File: src/rtl/drtp_pkg.sv
// Shared types, codes and constants for the dirty region transfer planner.
// No dependencies; imported by every module of the block.
package drtp_pkg;

   localparam int DIM_W    = 12;
   localparam int MODE_W   = 4;
   localparam int IVAL_W   = 16;
   localparam int CSR_IDX_W = 2;
   localparam int CSR_DATA_W = 16;

   localparam int MAX_DIM_DEFAULT    = 2048;
   localparam int COUNT_BITS_DEFAULT = 16;

   // x alignment masks, cut to coordinate width
   localparam logic [DIM_W-1:0] ALIGN_KEEP = 12'hFFC;
   localparam logic [DIM_W-1:0] ALIGN_LOW  = 12'h003;

   localparam logic [DIM_W-1:0]  DISP_WIDTH_RESET  = 12'd2048;
   localparam logic [DIM_W-1:0]  DISP_HEIGHT_RESET = 12'd2048;
   localparam logic [IVAL_W-1:0] INTERVAL_RESET     = 16'd0;
   localparam logic [MODE_W-1:0] FULL_MODE_RESET    = 4'd2;

   typedef enum logic [CSR_IDX_W-1:0] {
      CSR_DISP_WIDTH    = 2'd0,
      CSR_DISP_HEIGHT   = 2'd1,
      CSR_FULL_INTERVAL = 2'd2,
      CSR_FULL_MODE     = 2'd3
   } csr_index_type;

   typedef enum logic [1:0] {
      ST_OK    = 2'd0,
      ST_EMPTY = 2'd1,
      ST_OOB   = 2'd2
   } status_type;

   typedef struct packed {
      logic [MODE_W-1:0] req_mode;
      logic [DIM_W-1:0]  dirty_y_high;
      logic [DIM_W-1:0]  dirty_y_low;
      logic [DIM_W-1:0]  dirty_x_high;
      logic [DIM_W-1:0]  dirty_x_low;
   } req_item_type;

   typedef struct packed {
      logic              forced;
      logic [MODE_W-1:0] mode;
   } decision_type;

   typedef struct packed {
      logic              forced_full;
      logic [MODE_W-1:0] out_mode;
      logic [DIM_W-1:0]  area_h;
      logic [DIM_W-1:0]  area_w;
      logic [DIM_W-1:0]  area_y;
      logic [DIM_W-1:0]  area_x;
      status_type        status;
   } rsp_item_type;

endpackage

File: src/rtl/drtp_counter.sv
// Saturating update counter and forced full refresh decision.
// Depends on drtp_pkg.
module drtp_counter import drtp_pkg::*; #(
   parameter int COUNT_BITS = COUNT_BITS_DEFAULT
) (
   input  logic              clock,
   input  logic              reset,
   input  logic              advance,
   input  logic [IVAL_W-1:0] interval,
   input  logic [MODE_W-1:0] full_mode,
   input  logic [MODE_W-1:0] req_mode,
   output decision_type      decision
);

   localparam int CMP_W = (COUNT_BITS > IVAL_W) ? COUNT_BITS : IVAL_W;

   logic [COUNT_BITS-1:0] count_ff;
   logic [COUNT_BITS-1:0] count_in;
   logic [COUNT_BITS-1:0] count_sat;
   logic                  forced;

   assign count_sat = (count_ff == '1) ? count_ff : count_ff + 1'b1;
   assign forced    = (interval != '0) && (CMP_W'(count_sat) >= CMP_W'(interval));

   always_comb begin
      count_in = count_ff;
      if (advance) begin
         count_in = forced ? '0 : count_sat;
      end
   end

   always_ff @(posedge clock) begin
      if (reset) begin
         count_ff <= '0;
      end else begin
         count_ff <= count_in;
      end
   end

   assign decision.forced = forced;
   assign decision.mode   = forced ? full_mode : req_mode;

   a_forced_clears: assert property (@(posedge clock) disable iff (reset)
      advance && forced |=> count_ff == '0)
      else $error("count not cleared after forced refresh");

   a_count_steps: assert property (@(posedge clock) disable iff (reset)
      advance && !forced && count_ff != '1 |=> count_ff == $past(count_ff) + 1'b1)
      else $error("count did not advance by one");

   a_count_holds: assert property (@(posedge clock) disable iff (reset)
      !advance |=> $stable(count_ff))
      else $error("count changed without a transaction");

endmodule

File: src/rtl/drtp_plan.sv
// Rectangle alignment, clamping and status check for one request.
// Depends on drtp_pkg; purely combinational.
module drtp_plan import drtp_pkg::*; #(
   parameter int MAX_DIM = MAX_DIM_DEFAULT
) (
   input  req_item_type     item,
   input  decision_type     decision,
   input  logic [DIM_W-1:0] disp_width,
   input  logic [DIM_W-1:0] disp_height,
   output rsp_item_type     result
);

   logic [DIM_W-1:0] w;
   logic [DIM_W-1:0] h;
   logic [DIM_W-1:0] top;
   logic [DIM_W-1:0] xl;
   logic [DIM_W-1:0] xh;
   logic [DIM_W-1:0] yl;
   logic [DIM_W-1:0] yh;
   status_type       status;

   // oversized panel is used as MAX_DIM
   assign w = ({1'b0, disp_width} > (DIM_W+1)'(MAX_DIM)) ? DIM_W'(MAX_DIM) : disp_width;
   assign h = ({1'b0, disp_height} > (DIM_W+1)'(MAX_DIM)) ? DIM_W'(MAX_DIM) : disp_height;

   // last covered pixel, widened to the end of its 4-pixel group
   assign top = ((item.dirty_x_high == '0) ? '0 : item.dirty_x_high - 1'b1) | ALIGN_LOW;

   always_comb begin
      if (decision.forced) begin
         xl = '0;
         yl = '0;
         xh = w;
         yh = h;
      end else begin
         xl = item.dirty_x_low & ALIGN_KEEP;
         yl = item.dirty_y_low;
         xh = (top >= w) ? w : top + 1'b1;
         yh = item.dirty_y_high;
      end
   end

   always_comb begin
      if (xh <= xl || yh <= yl) begin
         status = ST_EMPTY;
      end else if (xl >= w || yl >= h || xh > w || yh > h) begin
         status = ST_OOB;
      end else begin
         status = ST_OK;
      end
   end

   always_comb begin
      result.status      = status;
      result.out_mode    = decision.mode;
      result.forced_full = decision.forced;
      if (status == ST_OK) begin
         result.area_x = xl;
         result.area_y = yl;
         result.area_w = xh - xl;
         result.area_h = yh - yl;
      end else begin
         result.area_x = '0;
         result.area_y = '0;
         result.area_w = '0;
         result.area_h = '0;
      end
   end

endmodule

File: src/rtl/dirty_region_transfer_planner_unit.sv
// Top level of the dirty region transfer planner: CSRs, input and result registers.
// Depends on drtp_pkg, drtp_counter and drtp_plan.
//
// Plans one panel transfer per update request. A request is registered on
// acceptance, planned in the next stage and held in the result register until
// taken, so the block takes one transaction every cycle as long as results are
// accepted; that rate is set by the single update of the partial count, done
// as each request moves from the input register to the result register. Every
// interval-th request (when the interval is nonzero) is replaced by a full
// panel transfer in the configured full mode. Otherwise x is widened to 4-pixel
// groups and clamped to the panel width. Non-ok results carry zero area fields.
// CSRs are to be written only while no transaction is in flight.
module dirty_region_transfer_planner_unit import drtp_pkg::*; #(
   parameter int MAX_DIM    = MAX_DIM_DEFAULT,
   parameter int COUNT_BITS = COUNT_BITS_DEFAULT
) (
   input  logic                  clock,
   input  logic                  reset,
   input  logic                  csr_we,
   input  logic [CSR_IDX_W-1:0]  csr_addr,
   input  logic [CSR_DATA_W-1:0] csr_wdata,
   input  logic                  req_tvalid,
   output logic                  req_tready,
   // dirty_x_low, dirty_x_high, dirty_y_low, dirty_y_high, req_mode, 4 pad bits
   input  logic [55:0]           req_tdata,
   output logic                  rsp_tvalid,
   input  logic                  rsp_tready,
   // area_x, area_y, area_w, area_h, out_mode, 4 pad bits
   output logic [55:0]           rsp_tdata,
   // status, forced_full
   output logic [2:0]            rsp_tuser
);

   logic [DIM_W-1:0]  disp_width_ff;
   logic [DIM_W-1:0]  disp_height_ff;
   logic [IVAL_W-1:0] interval_ff;
   logic [MODE_W-1:0] full_mode_ff;

   logic              in_valid_ff;
   req_item_type      in_item_ff;
   logic              out_valid_ff;
   rsp_item_type      out_item_ff;
   rsp_item_type      out_item_in;

   logic              out_free;
   logic              advance;
   decision_type      decision;

   always_ff @(posedge clock) begin
      if (reset) begin
         disp_width_ff  <= DISP_WIDTH_RESET;
         disp_height_ff <= DISP_HEIGHT_RESET;
         interval_ff    <= INTERVAL_RESET;
         full_mode_ff   <= FULL_MODE_RESET;
      end else if (csr_we) begin
         case (csr_index_type'(csr_addr))
            CSR_DISP_WIDTH:    disp_width_ff  <= csr_wdata[DIM_W-1:0];
            CSR_DISP_HEIGHT:   disp_height_ff <= csr_wdata[DIM_W-1:0];
            CSR_FULL_INTERVAL: interval_ff    <= csr_wdata[IVAL_W-1:0];
            CSR_FULL_MODE:     full_mode_ff   <= csr_wdata[MODE_W-1:0];
            default: ;
         endcase
      end
   end

   assign out_free   = !out_valid_ff || rsp_tready;
   assign advance    = in_valid_ff && out_free;
   assign req_tready = !in_valid_ff || out_free;

   always_ff @(posedge clock) begin
      if (reset) begin
         in_valid_ff  <= 1'b0;
         out_valid_ff <= 1'b0;
      end else begin
         if (req_tready) begin
            in_valid_ff <= req_tvalid;
         end
         if (out_free) begin
            out_valid_ff <= in_valid_ff;
         end
      end
   end

   always_ff @(posedge clock) begin
      if (req_tvalid && req_tready) begin
         in_item_ff <= req_item_type'(req_tdata[51:0]);
      end
      if (advance) begin
         out_item_ff <= out_item_in;
      end
   end

   drtp_counter #(
      .COUNT_BITS (COUNT_BITS)
   ) u_counter (
      .clock     (clock),
      .reset     (reset),
      .advance   (advance),
      .interval  (interval_ff),
      .full_mode (full_mode_ff),
      .req_mode  (in_item_ff.req_mode),
      .decision  (decision)
   );

   drtp_plan #(
      .MAX_DIM (MAX_DIM)
   ) u_plan (
      .item        (in_item_ff),
      .decision    (decision),
      .disp_width  (disp_width_ff),
      .disp_height (disp_height_ff),
      .result      (out_item_in)
   );

   assign rsp_tvalid = out_valid_ff;
   assign rsp_tdata  = {4'b0000, out_item_ff.out_mode, out_item_ff.area_h,
                        out_item_ff.area_w, out_item_ff.area_y, out_item_ff.area_x};
   assign rsp_tuser  = {out_item_ff.forced_full, out_item_ff.status};

   a_status_code: assert property (@(posedge clock) disable iff (reset)
      rsp_tvalid |-> rsp_tuser[1:0] != 2'd3)
      else $error("result carries an undefined status code");

   a_nonok_zero: assert property (@(posedge clock) disable iff (reset)
      rsp_tvalid && out_item_ff.status != ST_OK |->
         out_item_ff.area_x == '0 && out_item_ff.area_y == '0 &&
         out_item_ff.area_w == '0 && out_item_ff.area_h == '0)
      else $error("non-ok result has nonzero area");

   a_rsp_hold: assert property (@(posedge clock) disable iff (reset)
      rsp_tvalid && !rsp_tready |=>
         rsp_tvalid && $stable(rsp_tdata) && $stable(rsp_tuser))
      else $error("waiting result changed");

endmodule

File: config.mk
export PLATFORM = sky130hd
export DESIGN_NAME = dirty_region_transfer_planner_unit
export DESIGN_NICKNAME = d
export VERILOG_FILES = /design/src/rtl/drtp_pkg.sv /design/src/rtl/drtp_counter.sv /design/src/rtl/drtp_plan.sv /design/src/rtl/dirty_region_transfer_planner_unit.sv
export SDC_FILE = /design/constraint.sdc
export NUM_CORES = 1
export LEC_CHECK = 0
export BUFFER_PORTS_ARGS = -buffer_cell sky130_fd_sc_hd__buf_2
export CORE_ASPECT_RATIO = 1.2
export CORE_MARGIN = 2
export CORE_UTILIZATION = 61
export CTS_CLUSTER_DIAMETER = 40
export DETAILED_ROUTE_END_ITERATION = 8
export GPL_TIMING_DRIVEN = 0
export PLACE_DENSITY = 0.85
export SLEW_MARGIN = 0
export SYNTH_ARGS = -nofsm -noshare
export SYNTH_HDL_FRONTEND = slang
export SYNTH_SLANG_ARGS = --single-unit
File: constraint.sdc
create_clock -name clock -period 8.6 [get_ports clock]
set_input_delay 2.15 -clock clock [delete_from_list [all_inputs] [get_ports clock]]
set_output_delay 2.15 -clock clock [all_outputs]
set_load 0.02 [all_outputs]
==> impl_summary.log, run 1 <==
INFO  metric synth_area_leaders = edfxtp_1 (32%), dfxtp_1 (13%), ha_1 (12%), nand2_1 (6.6%), a21oi_1 (4.7%)
INFO  metric fp.coreArea = 15580 µm²
INFO  metric sequential_to_total_area_share_from_yosys_stat = 44.56%
INFO  metric synth_edf_count = 103
INFO  metric critPathKind = register to register
INFO  metric critical_path.startpoint = u_counter.count_ff[4]
INFO  metric post_route_cells_drive_above_1_share = 16.13%
INFO  metric data_arrival_critical_path = 7510 ps
INFO  metric die_y = 142.3 µm
INFO  metric maximum_number_of_pins_on_one_net_before_global_route_repair = 43
INFO  metric synthesized_area_fraction_occupied_by_adder_cells = 12.76%
INFO  metric synth_top_area_cell = edfxtp_1
INFO  metric first_global_vias = 7867
INFO  metric synth_compound_area_share = 11.96%
INFO  metric min_period = 7360 ps
INFO  metric synth-main-ff-cell = edfxtp_1
INFO  metric insertion_delay = 440 ps
INFO  metric fin_worst_hold_slack = 454.3 ps
INFO  metric drcViolationCount = 0
INFO  metric cts_tree = done
INFO  metric yosys.area.top_type_share = 31.80%
INFO  metric layout.area.seq = 4334 µm²
INFO  metric setup_violations = 0
INFO  metric hpwl = 18280 µm
INFO  metric cts_setup_buffers = 0
INFO  metric total_count_of_hold_check_failures_in_the_final_report = 0
INFO  metric clock-sinks = 165
INFO  metric avgRoutedWirePerCell = 17.16 µm
INFO  metric synthDistinctLibCells = 62
INFO  metric syn_inst = 1024
INFO  metric nFillCells = 1107
INFO  metric crit_end_category = register
INFO  metric ctsHtreeMaxLevel = 4
INFO  metric ctsHoldBuffers = 0
INFO  metric pin_count = 140
INFO  metric layout_commonest_cell = nand2_1
INFO  metric worst_pin_slew = 865.2 ps
INFO  metric placement_rows = 50
INFO  metric rsz0062_at_grt = false
INFO  metric path_cells = clkbuf_1, nand4_1, nor4_2, nor2b_1, a21oi_1, ha_1, a21o_1, a31oi_1, o211ai_1, o31ai_4, clkbuf_1, clkbuf_1, nand2_1, o21ai_0, ha_1, and3_1, a221oi_1, o21a_1, o21ai_0, nand4_1, clkbuf_1, nor4_1
INFO  metric yosys.area_share.xor_xnor = 3.422%
INFO  metric synthToLayoutAreaGrowth = 16.36%
INFO  metric chipWidth = 119.3 µm
INFO  metric async_flop_share = 0%
INFO  metric clk_transition_reported_paths = 60 ps
INFO  metric outcome = completed
INFO  metric cts-root-to-sink-buffers = 2
INFO  metric maxSlewHeadroom = 40.83%
INFO  metric drt-vias-per-instance = 5.962
INFO  metric num_vias = 8335
INFO  metric critical_hold_path_startpoint = disp_width_ff[7]
INFO  metric synth_simple_gate_area_share = 20.38%
INFO  metric maxClockFrequency = 0.1359 GHz
INFO  metric final_core_utilization = 72.66%
INFO  metric final_period_utilization = 85.58%
INFO  metric worst_path_largest_cell_delay = 710 ps
INFO  metric gr-total-overflow = 0
INFO  metric fin_area = 11320 µm²
INFO  metric dpl.cell_count = 1366
INFO  metric critPathRequiredTime = 8750 ps
INFO  metric multi_input_area = 4984 µm²
INFO  metric placedInstanceArea = 10680 µm²
INFO  metric detailedRoute.firstIterationViolations = 611
INFO  metric mostFrequentLayoutCells = nand2_1 (172), buf_2 (131), edfxtp_1 (103), ha_1 (96), a21oi_1 (91)
INFO  metric insertedDiodeCount = 0
INFO  metric syn_area = 9727 µm²
INFO  metric worst-path-max-fanout = 10
INFO  metric antenna_violating_nets_remaining = 0
INFO  metric clock_skew = 14.06 ps
INFO  metric cts_inserted_buffers = 17
INFO  metric total_negative_slack = 0 ps
INFO  metric grt_first_pass_wirelength = 38090 µm
INFO  metric yosys-mux-area-fraction = 2.470%
INFO  metric worst_setup_path_start_kind = register
INFO  metric antenna_found_initial = 0
INFO  metric port_buffers = 127
INFO  metric combined_global_route_utilization_of_all_metal_layers = 28.66%
INFO  metric max-vdd-ir-drop = 0.1226 mV
INFO  metric finalWeightedCongestion = 0.9356
INFO  metric nets = 1354
INFO  metric power.static_leakage = 4.679 nW
INFO  metric timing.critical_path.slowest_stage_cell = nor4_2
INFO  metric drv.max_cap_violation_count = 0
INFO  metric layout.cells.non_filler = 1398
INFO  metric cts.root.buffer_cell = clkbuf_16
INFO  metric drt_first_pass_iters = 5
INFO  metric yosysWarnings = 0
INFO  metric source_of_the_worst_register_to_register_timing_path = u_counter.count_ff[4]
INFO  metric design.die.area = 16980 µm²
INFO  metric ys_seq_elements = 165
INFO  metric drv_slew = 0
INFO  metric pwr_density_cell = 214.4 nW/µm²
INFO  metric initial_utilization = 62.44%
INFO  metric post_cts.resized_instances = 0
INFO  metric routed_wirelength = 23990 µm
INFO  metric class_of_the_tightest_hold_or_removal_check = register to register
INFO  metric combinational_family_with_the_most_area_after_synthesis = simple AND/OR/NAND/NOR gates
INFO  metric postSynthAreaPerCell = 9.499 µm²
INFO  metric timing.critical_path.mode_cell = clkbuf_1
==> final timing paths <==
check	depth (start not counted)	to	slack, ps
setup / recovery	22	rsp_tdata[21]	1240
hold / removal	2	disp_width_ff[7]	450
setup reg to reg	22	rsp_tdata[21]	1240
hold reg to reg	2	disp_width_ff[7]	450
==> per-layer routing <==
layer / GRT usage [%] / share of wire [%]
met5: 0 / 0
met1: 35.01 / 40
met4: 14.16 / 4.3
met3: 5.008 / 6.9
met2: 49.09 / 49
==> kinds of logic after synthesis <==
group	count (synthesis)
AO/OA/AOI/OAI	194
XOR/XNOR	38
adder cells (fa/ha/maj)	98
buffers and inverters	106
flip-flops	165
multiplexers	23
other	1
AND/OR/NAND/NOR	399
==> cell type report <==
cell class                      count  area share [%]
Buffer                             50           1.946
Clock buffer                       23           4.897
Clock inverter                      9          0.7075
Inverter                           56           1.857
Multi-Input combinational cell    758           44.03
Sequential cell                   165           38.29
Tap cell                          208           2.299
Timing Repair Buffer              129           5.969
==> worst max-delay path: cells and delay by family, from the launching register on <==
family | cells | cell delay (ps)
buffers and inverters | 4 | 1730
DFF | 1 | 310
and+or+nand+nor | 7 | 1820
adders and majority gates | 2 | 680
AOI/OAI and AO/OA | 9 | 2520
==> stage by stage <==
step	total power, W	setup slack, ps
2_1_floorplan	0.001434	3118
3_3_place_gp	0.001606	1566
3_5_place_dp	0.001623	1383
4_1_cts	0.002417	1366
5_1_grt	0.002539	803.5
6_report	0.002426	1240
==> synthesized netlist by cell type (6+ instances only) <==
cell type,n
nand2_1,172
edfxtp_1,103
ha_1,96
a21oi_1,91
dfxtp_1,62
inv_1,54
nor4_1,48
nor2_1,42
o21ai_0,40
clkbuf_1,37
nand3_1,27
xnor2_1,21
nand4_1,19
nor3_1,18
xor2_1,17
mux2i_1,15
a21o_1,10
nand2b_1,10
nor2b_1,9
mux2_2,8
and3_1,7
and4_1,7
buf_4,7
a211o_1,6
and2_1,6
==> sequential cells by signal (all words and copies together) (netlist names) <==
signal / cells
u_counter.count_ff: 16
rsp_tvalid: 1
in_item_ff: 50
disp_height_ff: 12
rsp_tuser: 3
disp_width_ff: 12
full_mode_ff: 4
interval_ff: 16
in_valid_ff: 1
rsp_tdata: 50
==> power breakdown <==
| part | switching (W) | total, W | internal, W |
|---|---|---|---|
| clock | 0.000315 | 0.000800 | 0.000485 |
| combinational | 0.000457 | 0.000723 | 0.000266 |
| sequential | 0.0000162 | 0.000904 | 0.000887 |
| total | 0.000788 | 0.00243 | 0.00164 |
Note: power is estimated with default switching activity, not from simulation.
==> inputs of run 2 (changes only) <==
- CORE_UTILIZATION: 61 -> 53
- PLACE_DENSITY: 0.85 -> 0.79
- clock period: 8.6 -> 6.61 ns (I/O delays scaled with it)
==> run 2 against run 1 <==
Flip-flop and latch count unchanged. Worst setup slack worse by 920 ps. Via count barely moved. Routed wire length grew 0.60%. First-iteration DRC count fell by 15%. Critical path type unchanged. Critical endpoint is now rsp_tdata[41]. Largest cell class unchanged. Largest power group unchanged.
==> impl_summary.log, run 2 (synthesis results as in run 1) <==
INFO  metric outcome = completed
INFO  metric rsz0062_at_grt = false
INFO  metric port_buffers = 127 (unchanged)
INFO  metric maxClockFrequency = 0.1589 GHz (+17%)
INFO  metric post_route_cells_drive_above_1_share = 17.64% (+1.5 points)
INFO  metric cts_inserted_buffers = 17 (unchanged)
INFO  metric antenna_violating_nets_remaining = 0 (unchanged)
INFO  metric drv.max_cap_violation_count = 0 (unchanged)
INFO  metric nets = 1360 (+0.44%)
INFO  metric worst_setup_path_start_kind = register
INFO  metric grt_first_pass_wirelength = 38830 µm (+2.0%)
INFO  metric synthToLayoutAreaGrowth = 16.58%
INFO  metric layout.area.seq = 4334 µm² (unchanged)
INFO  metric pwr_density_cell = 270.8 nW/µm² (+26%)
INFO  metric critPathCapture = rsp_tdata[41]
INFO  metric antenna_found_initial = 0 (unchanged)
INFO  metric maxSlewHeadroom = 42.99% (+2.2 points)
INFO  metric chipWidth = 127.7 µm (+7.0%)
INFO  metric r2r_cells = 23 (+4.5%)
INFO  metric layout_commonest_cell = nand2_1
INFO  metric critical_path.reg2reg.endpoint = rsp_tdata[41]
INFO  metric design.die.area = 19460 µm² (+15%)
INFO  metric data_arrival_critical_path = 6520 ps (-990 ps)
INFO  metric min_period = 6292 ps (-1068 ps)
INFO  metric fp.coreArea = 18110 µm² (+16%)
INFO  metric register_to_register_path_setup_slack = 320 ps (-920 ps)
INFO  metric die_y = 152.4 µm (+7.1%)
INFO  metric nFillCells = 1491 (+35%)
INFO  metric setup_violations = 0 (unchanged)
INFO  metric critPathRequiredTime = 6840 ps (-1910 ps)
INFO  metric postLayoutSetupSlackWorst = 317.8 ps (-922.3 ps)
INFO  metric critical_path.startpoint = u_counter.count_ff[0]
INFO  metric post_route_total_power = 0.003070 W (+27%)
INFO  metric crit_end_category = register
INFO  metric clock_skew = 9.266 ps (-4.796 ps)
INFO  metric placement_rows = 54 (+8.0%)
INFO  metric hpwl = 18280 µm (about the same)
INFO  metric final_core_utilization = 62.62% (-10 points)
INFO  metric placedInstanceArea = 10690 µm² (about the same)
INFO  metric drt-vias-per-instance = 5.870 (-1.5%)
INFO  metric total_count_of_hold_check_failures_in_the_final_report = 0 (unchanged)
INFO  metric cts.root.buffer_cell = clkbuf_16
INFO  metric fin_area = 11340 µm² (+0.19%)
INFO  metric insertedDiodeCount = 0 (unchanged)
INFO  metric initial_utilization = 53.72% (-8.7 points)
INFO  metric drt_first_pass_iters = 6 (+1)
INFO  metric worst_pin_slew = 855.1 ps (-10.11 ps)
INFO  metric combined_global_route_utilization_of_all_metal_layers = 25.10% (-3.6 points)
INFO  metric insertion_delay = 440 ps (about the same)
INFO  metric avgRoutedWirePerCell = 16.99 µm (-0.95%)
INFO  metric power.static_leakage = 4.699 nW (+0.42%)
INFO  metric final_period_utilization = 95.19% (+9.6 points)
INFO  metric finalWeightedCongestion = 0.9612 (+2.7%)
INFO  metric ctsHtreeMaxLevel = 4 (unchanged)
INFO  metric drv_slew = 0 (unchanged)
INFO  metric worst-path-max-fanout = 10 (unchanged)
INFO  metric cts_tree = done
INFO  metric pin_count = 140 (unchanged)
INFO  metric first_global_vias = 8067 (+2.5%)
INFO  metric place_ws = -617.0 ps (-2000 ps)
INFO  metric routed_wirelength = 24130 µm (+0.60%)
INFO  metric maximum_number_of_pins_on_one_net_before_global_route_repair = 63 (+47%)
INFO  metric multi_input_area = 5016 µm² (+0.65%)
INFO  metric critPathKind = register to register
INFO  metric fin_worst_hold_slack = 455.4 ps (+1.138 ps)
INFO  metric source_of_the_worst_register_to_register_timing_path = u_counter.count_ff[0]
INFO  metric clk_transition_reported_paths = 70 ps (about the same)
INFO  metric clock-sinks = 165 (unchanged)
INFO  metric detailedRoute.firstIterationViolations = 519 (-15%)
INFO  metric max-vdd-ir-drop = 0.1670 mV (+36%)
INFO  metric num_vias = 8336 (+0.012%)
INFO  metric cts-root-to-sink-buffers = 2 (unchanged)
INFO  metric gr-total-overflow = 0 (unchanged)
INFO  metric drcViolationCount = 0 (unchanged)
INFO  metric mostFrequentLayoutCells = nand2_1 (172), buf_2 (131), edfxtp_1 (103), ha_1 (96), a21oi_1 (91)
INFO  metric class_of_the_tightest_hold_or_removal_check = register to register
[run 2: changes by cell type in the layout (fill, tap and decap cells not counted), sizes merged]
cell and change:
clkinvlp +1, buf +7, bufinv -1, clkinv +4
clkbuf -7, inv +2
[run 2: metal layers]
metal / GRT usage (%) / wire length [µm] / share of wire (%) / up-vias
met4: 10.10 / 898 / 3.7 / 0
met2: 42.76 / 11730 / 49 / 317
met5: 0 / 0 / 0 / -
met1: 31.12 / 10020 / 42 / 3892
li1: - / - / - / 4051
met3: 5.021 / 1482 / 6.1 / 76
[run 2: cell type report]
type / count / area share, %
inverter: 56 / 1.854
clock buffer: 17 / 3.752
clock inverter: 15 / 1.081
tap: 224 / 2.472
timing repair buffer: 136 / 6.378
sequential: 165 / 38.22
multi-input combinational: 758 / 44.23
buffer: 49 / 2.008
[run 2: worst min-delay path by stage]
| stage | startpoint | to | cells after the start |
|---|---|---|---|
| 4_1_cts | disp_height_ff[4] | disp_height_ff[4] | 2 |
| 6_report | disp_height_ff[8] | disp_height_ff[8] | 2 |
| 3_3_place_gp | disp_height_ff[0] | disp_height_ff[0] | 2 |
| 5_1_grt | disp_height_ff[8] | disp_height_ff[8] | 2 |
| 3_5_place_dp | disp_height_ff[4] | disp_height_ff[4] | 2 |
| 2_1_floorplan | full_mode_ff[1] | full_mode_ff[1] | 1 |
[run 2: metrics by stage]
step / cells / TNS, ps
2_1_floorplan: 1029 / 0
3_3_place_gp: 1380 / -18830
3_5_place_dp: 1381 / -24000
4_1_cts: 1419 / 0
5_1_grt: 1420 / 0
6_report: 1420 / 0
[run 2: worst max-delay path, cell delays in order, from the launching register on]
cell and delay [ps]:
dfxtp_1 430, ha_1 310, nand4_1 270, nor2_1 250, and4_1 230, mux2_2 350
ha_1 180, a21o_1 150, a31oi_1 220, o211ai_1 200, o31ai_4 270, buf_4 210
clkbuf_2 290, clkbuf_2 290, nand2_1 70, o21ai_0 220, ha_1 350, nor2b_1 140
o211ai_1 160, a21oi_1 90, o31ai_1 450, nand4_1 280, clkbuf_1 290, nor4_1 360
[run 2: power by group]
group          internal [W]  switching, W
Clock              0.000489      0.000442
Combinational      0.000366      0.000598
Sequential          0.00115     0.0000204
[run 2: repair_timing]
item	4_1_cts	5_1_grt
pin swaps	2	1
gates resized for setup	5	13
hold buffers	0	0
buffers inserted	6	2
endpoints found under the hold margin	0	0
endpoints found under the setup margin	48	46
==> inputs of run 3 (changes only) <==
- ABC_AREA: default -> 1
==> run 3 against run 2 <==
Clock power grew 8%. Global-route usage shrank 1.5 points. Total power shrank 2.0%. Non-clock buffer count shrank 25. Synthesized cell count grew 13%. Critical endpoint is now rsp_tdata[18]. Largest cell class unchanged. Largest power group unchanged.
==> impl_summary.log, run 3 <==
INFO  metric drcViolationCount = 0 (unchanged)
INFO  metric gr-total-overflow = 0 (unchanged)
INFO  metric insertion_delay = 430 ps (about the same)
INFO  metric worst_setup_path_start_kind = register
INFO  metric ys_seq_elements = 165 (unchanged)
INFO  metric fp.coreArea = 18170 µm² (+0.37%)
INFO  metric post_route_cells_drive_above_1_share = 17.51% (-0.13 points)
INFO  metric cts_tree = done
INFO  metric synthMostInstantiatedCell = nand2_1
INFO  metric critPathKind = register to register
INFO  metric maximum_number_of_pins_on_one_net_before_global_route_repair = 50 (-21%)
INFO  metric drv.max_cap_violation_count = 0 (unchanged)
INFO  metric combined_global_route_utilization_of_all_metal_layers = 23.56% (-1.5 points)
INFO  metric cts_inserted_buffers = 17 (unchanged)
INFO  metric placedInstanceArea = 10790 µm² (+0.91%)
INFO  metric combinational_power_share = 27.2% (-4.2 points)
INFO  metric antenna_violating_nets_remaining = 0 (unchanged)
INFO  metric yosysWarnings = 0 (unchanged)
INFO  metric synth_simple_gate_area_share = 22.71% (+2.3 points)
INFO  metric switching_power = 0.0009593 W (-9.5%)
INFO  metric cp_num_buf_inv = 6 (+2)
INFO  metric mostFrequentLayoutCells = nand2_1 (249), inv_1 (133), buf_2 (128), nor2_1 (113), edfxtp_1 (103)
INFO  metric hpwl = 17630 µm (-3.5%)
INFO  metric source_of_the_worst_register_to_register_timing_path = u_counter.count_ff[0]
INFO  metric fin_area = 11390 µm² (+0.49%)
INFO  metric cpLargestDelayFamily = simple AND/OR/NAND/NOR gates
INFO  metric yosys.area_share.xor_xnor = 2.677% (-0.74 points)
INFO  metric postSynthAreaPerCell = 8.461 µm² (-11%)
INFO  metric cts.root.buffer_cell = clkbuf_16
INFO  metric worst_path_largest_cell_delay = 490 ps (+40 ps)
INFO  metric final_period_utilization = 90.39% (-4.8 points)
INFO  metric async_flop_share = 0% (unchanged)
INFO  metric initial_utilization = 54.00% (+0.28 points)
INFO  metric timing.critical_path.slowest_stage_cell = clkbuf_1
INFO  metric power.static_leakage = 5.198 nW (+11%)
INFO  metric insertedDiodeCount = 0 (unchanged)
INFO  metric sequential_to_total_area_share_from_yosys_stat = 44.16% (-0.40 points)
INFO  metric combinational_family_with_the_most_area_after_synthesis = simple AND/OR/NAND/NOR gates
INFO  metric register_to_register_path_setup_slack = 640 ps (+320 ps)
INFO  metric internal_power = 0.002051 W (+2.0%)
INFO  metric chipWidth = 128.2 µm (+0.44%)
INFO  metric synth_edf_count = 103 (unchanged)
INFO  metric r2r_cells = 31 (+35%)
INFO  metric rsz0062_at_grt = false
INFO  metric drv_slew = 0 (unchanged)
INFO  metric port_buffers = 126 (-0.79%)
INFO  metric fin_worst_hold_slack = 465.2 ps (+9.743 ps)
INFO  metric grt_first_pass_wirelength = 36610 µm (-5.7%)
INFO  metric sequentialPowerShare = 39.1% (+0.8 points)
INFO  metric timing.critical_path.mode_cell = nand2_1
INFO  metric cts-root-to-sink-buffers = 2 (unchanged)
INFO  metric total_count_of_hold_check_failures_in_the_final_report = 0 (unchanged)
INFO  metric worst_pin_slew = 607.5 ps (-247.6 ps)
INFO  metric num_vias = 8198 (-1.7%)
INFO  metric synth_area_leaders = edfxtp_1 (32%), dfxtp_1 (13%), ha_1 (12%), nand2_1 (9.5%), inv_1 (5.2%)
INFO  metric maxClockFrequency = 0.1674 GHz (+5.3%)
INFO  metric drt_first_pass_iters = 6 (unchanged)
INFO  metric worst-path-max-fanout = 10 (unchanged)
INFO  metric detailedRoute.firstIterationViolations = 603 (+16%)
INFO  metric synth_top_area_cell = edfxtp_1
INFO  metric timing.critical_path.depth = 31 (+35%)
INFO  metric cts_setup_buffers = 0 (-6)
INFO  metric synthToLayoutAreaGrowth = 16.10%
INFO  metric layout_commonest_cell = nand2_1
INFO  metric first_global_vias = 7827 (-3.0%)
INFO  metric maxSlewHeadroom = 59.07% (+16 points)
INFO  metric routed_wirelength = 22900 µm (-5.1%)
INFO  metric synth_compound_area_share = 10.67% (-1.3 points)
INFO  metric post_cts.resized_instances = 0 (-5)
INFO  metric ctsHtreeMaxLevel = 4 (unchanged)
INFO  metric finalWeightedCongestion = 0.9288 (-3.4%)
INFO  metric critical_path.reg2reg.endpoint = rsp_tdata[18]
INFO  metric critPathRequiredTime = 6790 ps (-50 ps)
INFO  metric pwr_density_cell = 264.1 nW/µm² (-2.4%)
INFO  metric class_of_the_tightest_hold_or_removal_check = register to register
INFO  metric post_route_total_power = 0.003010 W (-2.0%)
INFO  metric avgRoutedWirePerCell = 14.79 µm (-13%)
INFO  metric setup_violations = 0 (unchanged)
INFO  metric critPathCapture = rsp_tdata[18]
INFO  metric power_switching_share = 31.87% (-2.7 points)
INFO  metric synthDistinctLibCells = 46 (-26%)
INFO  metric critical_path.startpoint = u_counter.count_ff[0]
INFO  metric yosys.area.top_type_share = 31.51% (-0.28 points)
INFO  metric data_arrival_critical_path = 6150 ps (-370 ps)
INFO  metric synthesized_area_fraction_occupied_by_adder_cells = 12.65% (-0.11 points)
INFO  metric max-vdd-ir-drop = 0.1722 mV (+3.1%)
INFO  metric nets = 1489 (+9.5%)
INFO  metric die_y = 153.1 µm (+0.44%)
INFO  metric design.die.area = 19630 µm² (+0.88%)
INFO  metric crit_end_category = register
INFO  metric min_period = 5975 ps (-317.4 ps)
INFO  metric ctsHoldBuffers = 0 (unchanged)
INFO  metric clk_transition_reported_paths = 60 ps (about the same)
INFO  metric syn_area = 9814 µm² (+0.90%)
INFO  metric pin_count = 140 (unchanged)
INFO  metric total_negative_slack = 0 ps (unchanged)
INFO  metric yosys-mux-area-fraction = 0.1147% (-2.4 points)
INFO  metric clock_skew = 8.440 ps (-0.8264 ps)
INFO  metric syn_inst = 1160 (+13%)
INFO  metric clock-sinks = 165 (unchanged)
INFO  metric drt-vias-per-instance = 5.292 (-9.8%)
INFO  metric antenna_found_initial = 0 (unchanged)
INFO  metric outcome = completed
INFO  metric synth_top_cells_by_count = nand2_1 (249), inv_1 (135), nor2_1 (113), edfxtp_1 (103), ha_1 (96)
INFO  metric synth-main-ff-cell = edfxtp_1
INFO  metric power.share.clock = 33.6% (+3.3 points)
INFO  metric placement_rows = 54 (unchanged)
## run 3: cell count changes after synthesis, moves of 13 or more
cell / change
inv_1: +81
nand2_1: +77
nor2_1: +71
o21ai_0: +46
nor2_2: +43
nor4_1: -43
clkbuf_1: -18
mux2i_1: -15
nand3_1: +13
## run 3: worst reg2reg max path: cells and delay by family, from the launching register on
kind / cells / cell delay, ps
AOI/OAI and AO/OA: 3 / 750
DFF: 1 / 430
adders and majority gates: 4 / 1040
and+or+nand+nor: 18 / 2260
buffers and inverters: 6 / 1220
## run 3: layer usage
layer / wire (µm) / vias to the layer above / part of all wire (%) / track usage, %
met1: 9400 / 3694 / 41 / 28.03
li1: - / 4188 / - / -
met2: 11470 / 261 / 50 / 41.69
met4: 691 / 0 / 3.0 / 9.210
met3: 1339 / 55 / 5.8 / 4.410
met5: 0 / - / 0 / 0
## run 3: stage by stage
step | worst slack (ps) | instances | utilization (%)
CTS | 742.8 | 1549 | 62.69
detailed placement | 725.4 | 1517 | 59.38
finish | 635.2 | 1549 | 62.69
floorplan | 2008 | 1165 | -
global placement | 805.7 | 1515 | 59.11
global route | 270.6 | 1549 | 62.69
## run 3: how the worst min path moves through the flow
stage / from / to / slack, ps / cells past startpoint
detailed placement: full_mode_ff[2] / full_mode_ff[2] / 460 / 2
floorplan: full_mode_ff[0] / full_mode_ff[0] / 420 / 2
global route: full_mode_ff[2] / full_mode_ff[2] / 490 / 2
global placement: full_mode_ff[3] / full_mode_ff[3] / 440 / 2
CTS: full_mode_ff[2] / full_mode_ff[2] / 460 / 2
finish: full_mode_ff[2] / full_mode_ff[2] / 470 / 2
## run 3: final cells by class
| class | count | area (µm²) |
|---|---|---|
| clock buffer | 22 | 485.5 |
| sequential | 165 | 4334 |
| multi-input combinational | 833 | 4813 |
| fill | 1521 | 6780 |
| timing repair buffer | 128 | 678.2 |
| tap | 224 | 280.3 |
| inverter | 135 | 506.7 |
| clock inverter | 10 | 117.6 |
| buffer | 32 | 178.9 |
## run 3: power by group through the flow
stage | logic [W] | clock network [W] | registers (W)
after detailed placement | 0.000804 | 0 | 0.00120
after floorplan | 0.000574 | 0 | 0.00123
after global placement | 0.000771 | 0 | 0.00120
after global routing | 0.000918 | 0.00107 | 0.00118
final | 0.000820 | 0.00101 | 0.00118
after CTS | 0.000812 | 0.00103 | 0.00118
## run 3: logic make-up (layout without fill, tap and decap cells)
kind of cell,after synthesis,count (layout)
AO/OA/AOI/OAI,198,198
XOR/XNOR,30,30
adder cells (fa/ha/maj),98,98
buffers and inverters,167,327
flip-flops,165,165
multiplexers,1,1
other,1,6
AND/OR/NAND/NOR,500,500
